[config.mk]
export PLATFORM = sky130hd
export DESIGN_NAME = modular_exponentiation_fixed_prime_flat
export DESIGN_NICKNAME = d
export VERILOG_FILES = /design/src/rtl/mexp_pkg.sv /design/src/rtl/mexp_req_if.sv /design/src/rtl/mexp_rsp_if.sv /design/src/rtl/mexp_datapath.sv /design/src/rtl/mexp_controller.sv /design/src/rtl/modular_exponentiation_fixed_prime.sv /design/src/flat_wrapper.sv
export SDC_FILE = /design/constraint.sdc
export NUM_CORES = 2
export LEC_CHECK = 0
export BUFFER_PORTS_ARGS = -buffer_cell sky130_fd_sc_hd__buf_2
export CORE_MARGIN = 4
export CORE_UTILIZATION = 35
export CTS_CLUSTER_SIZE = 25
export DETAILED_ROUTE_END_ITERATION = 16
export GPL_TIMING_DRIVEN = 0
export PLACE_DENSITY_LB_ADDON = 0.3
export SLEW_MARGIN = 30
export SYNTH_ARGS = -nofsm -noshare
export SYNTH_HDL_FRONTEND = slang
export SYNTH_HIERARCHICAL = 1
export SYNTH_SLANG_ARGS = --single-unit
[constraint.sdc]
create_clock -name clock -period 21.1 [get_ports clock]
set_input_delay 2.11 -clock clock [delete_from_list [all_inputs] [get_ports clock]]
set_output_delay 2.11 -clock clock [all_outputs]
set_load 0.01 [all_outputs]
[src/rtl/mexp_pkg.sv]
// ----------------------------------------------------------------------------
// mexp_pkg
// Shared constants, command and status types of the modular exponentiation
// block over the fixed prime 1000000007.
// ----------------------------------------------------------------------------
package mexp_pkg;

   // field widths
   localparam int unsigned BaseWidth    = 63;
   localparam int unsigned ExpWidth     = 63;
   localparam int unsigned ResidueWidth = 30;

   // shared multiplier operand and product widths
   localparam int unsigned MulWidth  = 31;
   localparam int unsigned ProdWidth = 2 * MulWidth;

   // remainder before final correction stays below three times the prime
   localparam int unsigned RemWidth = 32;

   // base folded into its residue 30 bits at a time below its top bits
   localparam int unsigned BaseTopWidth = BaseWidth - 2 * ResidueWidth;

   // counter over the base reduction steps and the exponent bits
   localparam int unsigned CountWidth = 6;
   localparam logic [CountWidth-1:0] LastReduceStep = CountWidth'(1);
   localparam logic [CountWidth-1:0] LastExpBit     = CountWidth'(ExpWidth - 1);

   // modulus and its multiples
   localparam logic [ResidueWidth-1:0] PrimeMod   = 30'd1000000007;
   localparam logic [RemWidth-1:0]     PrimeMod1x = RemWidth'(PrimeMod);
   localparam logic [RemWidth-1:0]     PrimeMod2x = RemWidth'(2 * 64'(PrimeMod));

   // barrett factor floor(2^60 / p), fits in 31 bits
   localparam logic [63:0]         BarrettWide = (64'd1 << (2 * ResidueWidth)) / 64'(PrimeMod);
   localparam logic [MulWidth-1:0] BarrettM    = BarrettWide[MulWidth-1:0];

   // datapath operations
   typedef enum logic [3:0] {
      DP_IDLE,
      DP_LOAD,
      DP_REDUCE,
      DP_MUL_SQ,
      DP_MUL_BASE,
      DP_BAR1,
      DP_BAR2,
      DP_SUB,
      DP_FIX,
      DP_FIX_BASE,
      DP_OUT
   } dp_op_type;

   typedef struct packed {
      dp_op_type op;
      logic      shift_exp;
   } dp_cmd_type;

   typedef struct packed {
      logic base_zero;
      logic exp_zero;
      logic exp_bit;
   } dp_status_type;

endpackage

[src/rtl/mexp_req_if.sv]
// ----------------------------------------------------------------------------
// mexp_req_if
// Request channel: base and exponent with a valid/ready handshake.
// ----------------------------------------------------------------------------
interface mexp_req_if;

   logic                                 valid;
   logic                                 ready;
   logic [mexp_pkg::BaseWidth-1:0]       base;
   logic [mexp_pkg::ExpWidth-1:0]        exponent;

   modport source (output valid, output base, output exponent, input ready);
   modport sink   (input valid, input base, input exponent, output ready);

endinterface

[src/rtl/mexp_rsp_if.sv]
// ----------------------------------------------------------------------------
// mexp_rsp_if
// Response channel: residue with a valid/ready handshake.
// ----------------------------------------------------------------------------
interface mexp_rsp_if;

   logic                                 valid;
   logic                                 ready;
   logic [mexp_pkg::ResidueWidth-1:0]    residue;

   modport source (output valid, output residue, input ready);
   modport sink   (input valid, input residue, output ready);

endinterface

[src/rtl/mexp_datapath.sv]
// ----------------------------------------------------------------------------
// mexp_datapath
// Operand registers, base reduction in two 30-bit barrett steps, one shared
// multiplier and barrett reduction steps, plus the result register.
// ----------------------------------------------------------------------------
module mexp_datapath (
   input  logic                                clock,
   input  mexp_pkg::dp_cmd_type                cmd,
   input  logic [mexp_pkg::BaseWidth-1:0]      req_base,
   input  logic [mexp_pkg::ExpWidth-1:0]       req_exponent,
   output mexp_pkg::dp_status_type             status,
   output logic [mexp_pkg::ResidueWidth-1:0]   residue
);

   logic [mexp_pkg::BaseWidth-1:0]    base_ff;
   logic [mexp_pkg::ExpWidth-1:0]     exp_ff;
   logic [mexp_pkg::ResidueWidth-1:0] breg_ff;
   logic [mexp_pkg::ResidueWidth-1:0] acc_ff;
   logic [mexp_pkg::ProdWidth-1:0]    prod_ff;
   logic [mexp_pkg::RemWidth-1:0]     x_ff;
   logic [mexp_pkg::RemWidth-1:0]     r_ff;
   logic [mexp_pkg::ResidueWidth-1:0] fix_out;
   logic [mexp_pkg::ResidueWidth-1:0] residue_ff;
   logic                              base_zero_ff;
   logic                              exp_zero_ff;

   logic [mexp_pkg::MulWidth-1:0]     mul_a;
   logic [mexp_pkg::MulWidth-1:0]     mul_b;
   logic [mexp_pkg::ProdWidth-1:0]    mul_out;

   // shared multiplier operand select
   always_comb begin
      unique case (cmd.op)
         mexp_pkg::DP_MUL_SQ: begin
            mul_a = mexp_pkg::MulWidth'(acc_ff);
            mul_b = mexp_pkg::MulWidth'(acc_ff);
         end
         mexp_pkg::DP_MUL_BASE: begin
            mul_a = mexp_pkg::MulWidth'(acc_ff);
            mul_b = mexp_pkg::MulWidth'(breg_ff);
         end
         mexp_pkg::DP_BAR1: begin
            mul_a = prod_ff[59:29];
            mul_b = mexp_pkg::BarrettM;
         end
         mexp_pkg::DP_BAR2: begin
            mul_a = prod_ff[61:31];
            mul_b = mexp_pkg::MulWidth'(mexp_pkg::PrimeMod);
         end
         default: begin
            mul_a = '0;
            mul_b = '0;
         end
      endcase
   end

   assign mul_out = {{mexp_pkg::MulWidth{1'b0}}, mul_a} *
                    {{mexp_pkg::MulWidth{1'b0}}, mul_b};

   // final barrett correction, remainder below three times the prime
   always_comb begin
      priority if (r_ff >= mexp_pkg::PrimeMod2x) begin
         fix_out = mexp_pkg::ResidueWidth'(r_ff - mexp_pkg::PrimeMod2x);
      end else if (r_ff >= mexp_pkg::PrimeMod1x) begin
         fix_out = mexp_pkg::ResidueWidth'(r_ff - mexp_pkg::PrimeMod1x);
      end else begin
         fix_out = r_ff[mexp_pkg::ResidueWidth-1:0];
      end
   end

   // operand and intermediate registers
   always_ff @(posedge clock) begin
      unique case (cmd.op)
         mexp_pkg::DP_LOAD: begin
            base_ff      <= req_base;
            exp_ff       <= req_exponent;
            base_zero_ff <= (req_base == '0);
            exp_zero_ff  <= (req_exponent == '0);
            breg_ff      <= mexp_pkg::ResidueWidth'(
                               req_base[mexp_pkg::BaseWidth-1 -: mexp_pkg::BaseTopWidth]);
            acc_ff       <= mexp_pkg::ResidueWidth'(1);
         end
         // running base residue times 2^30 plus the next 30 base bits
         mexp_pkg::DP_REDUCE: begin
            prod_ff <= mexp_pkg::ProdWidth'({breg_ff,
               base_ff[mexp_pkg::BaseWidth-mexp_pkg::BaseTopWidth-1 -: mexp_pkg::ResidueWidth]});
            base_ff <= base_ff << mexp_pkg::ResidueWidth;
         end
         mexp_pkg::DP_MUL_SQ, mexp_pkg::DP_MUL_BASE: begin
            prod_ff <= mul_out;
         end
         mexp_pkg::DP_BAR1: begin
            x_ff    <= prod_ff[mexp_pkg::RemWidth-1:0];
            prod_ff <= mul_out;
         end
         mexp_pkg::DP_BAR2: begin
            prod_ff <= mul_out;
         end
         mexp_pkg::DP_SUB: begin
            r_ff <= x_ff - prod_ff[mexp_pkg::RemWidth-1:0];
         end
         mexp_pkg::DP_FIX: begin
            acc_ff <= fix_out;
            if (cmd.shift_exp) begin
               exp_ff <= {exp_ff[mexp_pkg::ExpWidth-2:0], 1'b0};
            end
         end
         mexp_pkg::DP_FIX_BASE: begin
            breg_ff <= fix_out;
         end
         mexp_pkg::DP_OUT: begin
            residue_ff <= base_zero_ff ? '0 : acc_ff;
         end
         default: begin
         end
      endcase
   end

   // status to the controller
   assign status.base_zero = base_zero_ff;
   assign status.exp_zero  = exp_zero_ff;
   assign status.exp_bit   = exp_ff[mexp_pkg::ExpWidth-1];

   assign residue = residue_ff;

endmodule

[src/rtl/mexp_controller.sv]
// ----------------------------------------------------------------------------
// mexp_controller
// Sequencer: unless base or exponent is zero, base reduction in two modular
// steps, then square and optional multiply per exponent bit, each as a
// five-step modular multiply; owns both handshakes.
// ----------------------------------------------------------------------------
module mexp_controller (
   input  logic                     clock,
   input  logic                     reset,
   input  logic                     req_valid,
   output logic                     req_ready,
   output logic                     rsp_valid,
   input  logic                     rsp_ready,
   input  mexp_pkg::dp_status_type  status,
   output mexp_pkg::dp_cmd_type     cmd
);

   typedef enum logic [2:0] {
      ST_IDLE,
      ST_REDUCE,
      ST_MUL,
      ST_BAR1,
      ST_BAR2,
      ST_SUB,
      ST_FIX,
      ST_DONE
   } state_type;

   state_type                          state_ff;
   logic [mexp_pkg::CountWidth-1:0]    count_ff;
   logic                               mul_phase_ff;
   logic                               reduce_phase_ff;
   logic                               rsp_valid_ff;
   logic                               out_free;
   logic                               last_op;

   assign req_ready = (state_ff == ST_IDLE);
   assign rsp_valid = rsp_valid_ff;
   assign out_free  = !rsp_valid_ff || rsp_ready;

   // after fix: the bit is done unless a multiply by the base follows the square
   assign last_op = mul_phase_ff || !status.exp_bit;

   // command decode
   always_comb begin
      cmd.op        = mexp_pkg::DP_IDLE;
      cmd.shift_exp = 1'b0;
      unique case (state_ff)
         ST_IDLE: begin
            if (req_valid) begin
               cmd.op = mexp_pkg::DP_LOAD;
            end
         end
         ST_REDUCE: begin
            cmd.op = mexp_pkg::DP_REDUCE;
         end
         ST_MUL: begin
            cmd.op = mul_phase_ff ? mexp_pkg::DP_MUL_BASE : mexp_pkg::DP_MUL_SQ;
         end
         ST_BAR1: begin
            cmd.op = mexp_pkg::DP_BAR1;
         end
         ST_BAR2: begin
            cmd.op = mexp_pkg::DP_BAR2;
         end
         ST_SUB: begin
            cmd.op = mexp_pkg::DP_SUB;
         end
         ST_FIX: begin
            if (reduce_phase_ff) begin
               cmd.op = mexp_pkg::DP_FIX_BASE;
            end else begin
               cmd.op        = mexp_pkg::DP_FIX;
               cmd.shift_exp = last_op;
            end
         end
         ST_DONE: begin
            if (out_free) begin
               cmd.op = mexp_pkg::DP_OUT;
            end
         end
         default: begin
         end
      endcase
   end

   // state, counters and response valid
   always_ff @(posedge clock) begin
      if (reset) begin
         state_ff        <= ST_IDLE;
         count_ff        <= '0;
         mul_phase_ff    <= 1'b0;
         reduce_phase_ff <= 1'b0;
         rsp_valid_ff    <= 1'b0;
      end else begin
         // response valid: set when a result is registered, cleared once taken
         if (state_ff == ST_DONE && out_free) begin
            rsp_valid_ff <= 1'b1;
         end else if (rsp_ready) begin
            rsp_valid_ff <= 1'b0;
         end
         unique case (state_ff)
            ST_IDLE: begin
               if (req_valid) begin
                  count_ff        <= '0;
                  reduce_phase_ff <= 1'b1;
                  state_ff        <= ST_REDUCE;
               end
            end
            ST_REDUCE: begin
               if (status.base_zero || status.exp_zero) begin
                  state_ff <= ST_DONE;
               end else begin
                  state_ff <= ST_BAR1;
               end
            end
            ST_MUL: begin
               state_ff <= ST_BAR1;
            end
            ST_BAR1: begin
               state_ff <= ST_BAR2;
            end
            ST_BAR2: begin
               state_ff <= ST_SUB;
            end
            ST_SUB: begin
               state_ff <= ST_FIX;
            end
            ST_FIX: begin
               if (reduce_phase_ff) begin
                  if (count_ff == mexp_pkg::LastReduceStep) begin
                     count_ff        <= '0;
                     reduce_phase_ff <= 1'b0;
                     mul_phase_ff    <= 1'b0;
                     state_ff        <= ST_MUL;
                  end else begin
                     count_ff <= count_ff + 1'b1;
                     state_ff <= ST_REDUCE;
                  end
               end else if (!last_op) begin
                  mul_phase_ff <= 1'b1;
                  state_ff     <= ST_MUL;
               end else begin
                  mul_phase_ff <= 1'b0;
                  if (count_ff == mexp_pkg::LastExpBit) begin
                     state_ff <= ST_DONE;
                  end else begin
                     count_ff <= count_ff + 1'b1;
                     state_ff <= ST_MUL;
                  end
               end
            end
            ST_DONE: begin
               if (out_free) begin
                  state_ff <= ST_IDLE;
               end
            end
            default: begin
               state_ff <= ST_IDLE;
            end
         endcase
      end
   end

endmodule

[src/rtl/modular_exponentiation_fixed_prime.sv]
// ----------------------------------------------------------------------------
// modular_exponentiation_fixed_prime
// Computes base^exponent mod 1000000007 for 63-bit base and exponent.
// ----------------------------------------------------------------------------
// One request is worked at a time. A zero base answers 0 and a zero exponent
// answers 1, without a modular multiply before the response.
// Otherwise the base is first brought below the prime by two barrett steps of
// 30 bits each, then the exponent is scanned from its top bit down: each of
// its 63 bits costs one modular square and, for a one bit, a modular multiply
// by the base. Every modular multiply runs through the single 31x31
// multiplier as product, two barrett multiplies, subtract and correction.
// The result sits in an output register; the next request is taken while it
// waits there, and its own result waits until the register is free.
// ----------------------------------------------------------------------------
module modular_exponentiation_fixed_prime (
   input  logic       clock,
   input  logic       reset,
   mexp_req_if.sink   req_bus,
   mexp_rsp_if.source rsp_bus
);

   mexp_pkg::dp_cmd_type    dp_cmd;
   mexp_pkg::dp_status_type dp_status;

   // sequencer
   mexp_controller u_ctrl (
      .clock     (clock),
      .reset     (reset),
      .req_valid (req_bus.valid),
      .req_ready (req_bus.ready),
      .rsp_valid (rsp_bus.valid),
      .rsp_ready (rsp_bus.ready),
      .status    (dp_status),
      .cmd       (dp_cmd)
   );

   // arithmetic
   mexp_datapath u_dp (
      .clock        (clock),
      .cmd          (dp_cmd),
      .req_base     (req_bus.base),
      .req_exponent (req_bus.exponent),
      .status       (dp_status),
      .residue      (rsp_bus.residue)
   );

endmodule

[src/flat_wrapper.sv]
// flat-port wrapper written by rule: the top's interface ports become plain ports
module modular_exponentiation_fixed_prime_flat 
  (clock, reset, req_bus_valid, req_bus_base, req_bus_exponent, req_bus_ready, rsp_bus_valid, rsp_bus_residue, rsp_bus_ready);
  mexp_req_if req_bus_i ();
  mexp_rsp_if rsp_bus_i ();
  input  logic clock;
  input  logic reset;
  input wire logic [$bits(req_bus_i.valid)-1:0] req_bus_valid;
  input wire logic [$bits(req_bus_i.base)-1:0] req_bus_base;
  input wire logic [$bits(req_bus_i.exponent)-1:0] req_bus_exponent;
  output wire logic [$bits(req_bus_i.ready)-1:0] req_bus_ready;
  output wire logic [$bits(rsp_bus_i.valid)-1:0] rsp_bus_valid;
  output wire logic [$bits(rsp_bus_i.residue)-1:0] rsp_bus_residue;
  input wire logic [$bits(rsp_bus_i.ready)-1:0] rsp_bus_ready;
  assign req_bus_i.valid = req_bus_valid;
  assign req_bus_i.base = req_bus_base;
  assign req_bus_i.exponent = req_bus_exponent;
  assign req_bus_ready = req_bus_i.ready;
  assign rsp_bus_valid = rsp_bus_i.valid;
  assign rsp_bus_residue = rsp_bus_i.residue;
  assign rsp_bus_i.ready = rsp_bus_ready;
  modular_exponentiation_fixed_prime u_core (.clock(clock), .reset(reset), .req_bus(req_bus_i), .rsp_bus(rsp_bus_i));
endmodule
After elaboration in Yosys (flattened, before gate mapping)
Cells that the tools add are included.

word-level totals
  register bits = 353
  bits of input ports = 130
  output and inout bits = 32
  logic and storage cells = 109

cells by class
  $add $sub $neg = 4
  $mul = 1
  order comparisons = 2
  equality and inequality tests = 25
  muxes and demuxes = 40
  reductions and logical operators = 22

operator list
  operator                                                                               count
  63-bit zero test                                                                       2
  63-bit case mux with 2 select lines                                                    1
  31-bit case mux with 4 select lines                                                    1
  62-bit case mux with 2 select lines                                                    1
  30-bit case mux with 2 select lines                                                    2
  60-bit case mux with 2 select lines                                                    1
  31-bit case mux with 3 select lines                                                    1
  63-bit two-way mux                                                                     1
  31-bit by 31-bit multiplier with 62-bit output                                         1
  30-bit two-way mux                                                                     2
  30-bit subtractor, second input constant                                               2
  32-bit by 30-bit greater-or-equal comparator with 1-bit output, second input constant  1
  32-bit by 31-bit greater-or-equal comparator with 1-bit output, second input constant  1
  4-bit case mux with 8 select lines                                                     1
  32-bit subtractor                                                                      1
  6-bit two-way mux                                                                      5
  3-bit case mux with 8 select lines                                                     1
  3-bit two-way mux                                                                      7
  4-bit by 3-bit == test with 1-bit output, second input constant                        4
  3-bit == test, second input constant                                                   4
  4-bit == test, second input constant                                                   3
  1-bit two-way mux                                                                      12
  6-bit case mux with 2 select lines                                                     1
  2-bit nonzero test                                                                     6
  other kinds (21)                                                                       32

Depth between registers and ports, before layout
  depth in word-level cells = 9
  gate-level depth with buffers = 43
  mapped depth without buffers = 36

Cells and area by module
Netlist, hierarchy kept.

by module, submodules not included
  module           times used  cells each  area each (um^2)  seq. area each (um^2)
  mexp_datapath    1           5000        47052.6           10239.8
  mexp_controller  1           100         830.8             240.2

Worst setup path after synthesis
OpenSTA, ideal clock, no wires.

  path type = input port to flip-flop
  start point = input rsp_bus_ready
  end point = register u_core/u_dp/prod_ff[56] (netlist name) (data pin)
  library setup time = 0.257 ns
  data arrival time = 10.737 ns
  data required time = 20.843 ns
  path slack = 10.106 ns
  stages on the path = 36
  buffers on the path = 5
  cells stage by stage = nor2b_1 > o21ai_0 > nand2_1 > nand3_1 > nor3b_1 > nor2_1 > nor2_1 > buf_2 > buf_2 > nand2_1 > and2_1 > clkbuf_1 > buf_2 > nor2_1 > fa_1 > fa_1 > inv_1 > fa_1 > fa_1 > inv_1 > fa_1 > fa_1 > fa_1 > fa_1 > ha_1 > buf_6 > a21o_1 > a21o_1 > a21oi_2 > o21ai_2 > a31oi_4 > o21ai_2 > a41oi_4 > o31ai_2 > or4_1 > a32o_1

RTL lines
  what                  RTL line             source
  start, declared       flat_wrapper.sv:14   input wire logic [$bits(rsp_bus_i.ready)-1:0] rsp_bus_ready;
  end signal, assigned  mexp_datapath.sv:85  prod_ff <= mexp_pkg::ProdWidth'({breg_ff,
  end signal, assigned  mexp_datapath.sv:90  prod_ff <= mul_out;
  end signal, assigned  mexp_datapath.sv:94  prod_ff <= mul_out;
  end, declared         mexp_datapath.sv:19  logic [mexp_pkg::ProdWidth-1:0] prod_ff;

==> results.json <==
{
  "status": "finished clean",
  "drc": 0,
  "max_freq_mhz": 68.64,
  "maxCapViolCount": 0,
  "fin_worst_skew_ns": 0.04331,
  "cts_htree_levels": 2,
  "vdd_drop_max_uv": 134.8,
  "worstSetupStartpoint": "req_bus_valid",
  "cts_buffers": 41,
  "synth_edf_count": 341,
  "grt_max_degree": 52,
  "grt_pass1_wl_um": 265800,
  "port_buffers": 161,
  "worstPathArrival_ns": 14.88,
  "die_x_um": 377.9,
  "place_hpwl_um": 148500,
  "fillCellCount": 13660,
  "hold_buffers": 0,
  "cts_setup_buffers": 0,
  "wl_per_cell_um": 25.33,
  "period_share_pct": 69.04,
  "yosys_warnings": 6,
  "holdWs_ns": 0.4450,
  "critPathRequiredTime_ns": 21.41,
  "root_buffer": "clkbuf_16",
  "die_area_um2": 142800,
  "cts.clk_slew.worst_paths_ns": 0.06,
  "setup_violations": 0,
  "final_hold_viol_count": 0,
  "synthTopCellsByArea": "fa_1 (35%), edfxtp_1 (21%), ha_1 (7.6%)",
  "io_pins": 162,
  "grt.total_usage_pct": 25.47,
  "synth-main-ff-cell": "edfxtp_1",
  "rows": 135,
  "start_kind": "input port",
  "antenna_found_initial": 8,
  "slew_violations": 0,
  "overflow": 0,
  "worst-path-max-fanout": 10,
  "cp_slowest_cell": "a21oi_2",
  "place.gp.congestion": 1.021,
  "avgSynthCellArea_um2": 9.389,
  "post-route-min-period_ns": 14.57,
  "drtIter0Drc": 3921,
  "layoutNonFillerInstCount": 7152,
  "cp_top_family": "adder cells",
  "yosysMostFrequentCell": "inv_1",
  "initial_core_util_pct": 35.30,
  "worst_hold_path_type": "flip-flop to flip-flop",
  "synth_top_area_share_pct": 35.04,
  "die_y_um": 377.9,
  "postSynth.asyncResetShare_pct": 0,
  "fp.coreArea_um2": 135600,
  "ys_types": 90,
  "dp_cells": 7070,
  "tns_ns": 0,
  "path_common_cell": "fa_1",
  "cts_tree": "yes",
  "crit_type": "input port to flip-flop",
  "synthTopCellsByCount": "inv_1 (839), fa_1 (838), nand2_1 (829)",
  "dr.pass1.iters": 7,
  "ant_nets": 0,
  "viasPerCell": 5.406,
  "critPathCaptureType": "flip-flop",
  "synth_largest_area_cell": "fa_1",
  "finalNetCount": 6592,
  "grt_pass1_vias": 39920,
  "synth_cells": 5100,
  "synth_area_um2": 47880,
  "register_area_um2": 10480,
  "cts_resized": 0,
  "leakage_nw": 23.85,
  "syn_to_final_growth_pct": 10.69,
  "r2r-start": "u_core/u_ctrl/state_ff[0]",
  "wl_um": 181200,
  "clk_latency_ns": 0.60,
  "layout-drive-gt1-share_pct": 7.773,
  "cts_buffer_depth": 3,
  "synth_seq_area_share_pct": 21.89,
  "clock_sinks": 353,
  "route.vias.total": 38660,
  "critPathMaxStageDelay_ns": 0.90,
  "ys_ff_latch": 353,
  "worstHoldStart": "u_core/u_dp/prod_ff[12]",
  "critPathBufInv": 6,
  "p_total_mw": 8.005,
  "multiInputGateArea_um2": 33500,
  "cellPowerDensity_nw_per_um2": 151.0,
  "worstMarginPinSlew_ns": 1.193,
  "relSlewSlack_pct": 20.50,
  "rsz0062_at_grt": "no"
}
sequential cells by signal, summed over array words and instances (netlist names):
signal / flops
u_core/u_dp/r_ff: 32
u_core/u_dp/prod_ff: 62
u_core/u_dp/exp_ff: 63
u_core/u_dp/base_zero_ff: 1
u_core/u_ctrl/mul_phase_ff: 1
u_core/u_ctrl/rsp_valid: 1
u_core/u_dp/base_ff: 60
u_core/u_ctrl/state_ff: 3
u_core/u_dp/breg_ff: 30
u_core/u_dp/x_ff: 32
u_core/u_dp/residue: 30
u_core/u_dp/exp_zero_ff: 1
u_core/u_dp/acc_ff: 30
u_core/u_ctrl/count_ff: 6
u_core/u_ctrl/reduce_phase_ff: 1
worst paths after layout:
kind                        endpoint  slack, ns  cells past startpoint
max reg2reg  u_core/u_dp/prod_ff[59]       7.37                     34
min reg2reg     u_core/u_dp/x_ff[12]       0.45                      0
min             u_core/u_dp/x_ff[12]       0.45                      0
max          u_core/u_dp/prod_ff[59]       6.53                     32
cell usage in the layout (no fill, tap or decap), drive strengths merged, types with 7 or more instances in the layout:
cell and count:
nand2b 25, a221oi 21, nor2b 50, and3 10, fa 838, dfxtp 12
o21bai 23, mux2 30, buf 227, nor3 23, a211oi 21, ha 292
clkinv 12, clkbuf 273, a22oi 16, o211ai 7, nor2 614, xor2 34
inv 846, edfxtp 341, o21a 9, or3 15, and2 79, a221o 16
a31oi 17, and4 7, nand2 829, a21oi 176, o21ai 125, nand4 29
a21boi 10, xnor2 74, o31ai 9, nand3 40, a21o 81, nor4 40
routing by layer:
layer | track usage, % | up-vias | part of all wire (%)
met5 | 0 | - | 0.0072
met3 | 7.708 | 437 | 12
li1 | - | 16510 | -
met4 | 10.03 | 2 | 5.0
met2 | 38.76 | 2035 | 43
met1 | 34.05 | 19680 | 40
cells by family (layout without fill, tap and decap cells):
family | after synthesis | in the layout | share of synthesized area (%)
flip-flops | 353 | 353 | 21.89
adder cells (fa/ha/maj) | 1130 | 1130 | 42.67
AND/OR/NAND/NOR | 1790 | 1790 | 15.87
XOR/XNOR | 108 | 108 | 1.975
other | 2 | 12 | 0.01568
multiplexers | 34 | 34 | 0.7891
buffers and inverters | 1106 | 1367 | 8.806
AO/OA/AOI/OAI | 577 | 577 | 7.988
report_power, final:
part / switching, mW / total, mW / internal (mW)
clock: 0.323 / 0.734 / 0.412
sequential: 0.147 / 1.24 / 1.09
combinational: 4.15 / 6.03 / 1.89
stage by stage:
stage               cell area [um2]  util (%)  setup WS (ns)
global route                  52990     39.07          6.383
global placement              50930     37.55          5.887
floorplan                     47900         -          10.11
finish                        53000     39.08          6.532
CTS                           52970     39.05          6.931
detailed placement            51590     38.03          6.346
cell type report:
cell class	count	share of cell area (%)
multi-input cells	3645	63.20
flip-flops and latches	353	19.77
inverters	840	5.949
well taps	1781	4.204
repair buffers	185	2.151
plain buffers	266	2.084
clock buffers	49	2.030
clock inverters	27	0.5854
diodes	6	0.02833
Power figures use the tool's default switching activity.
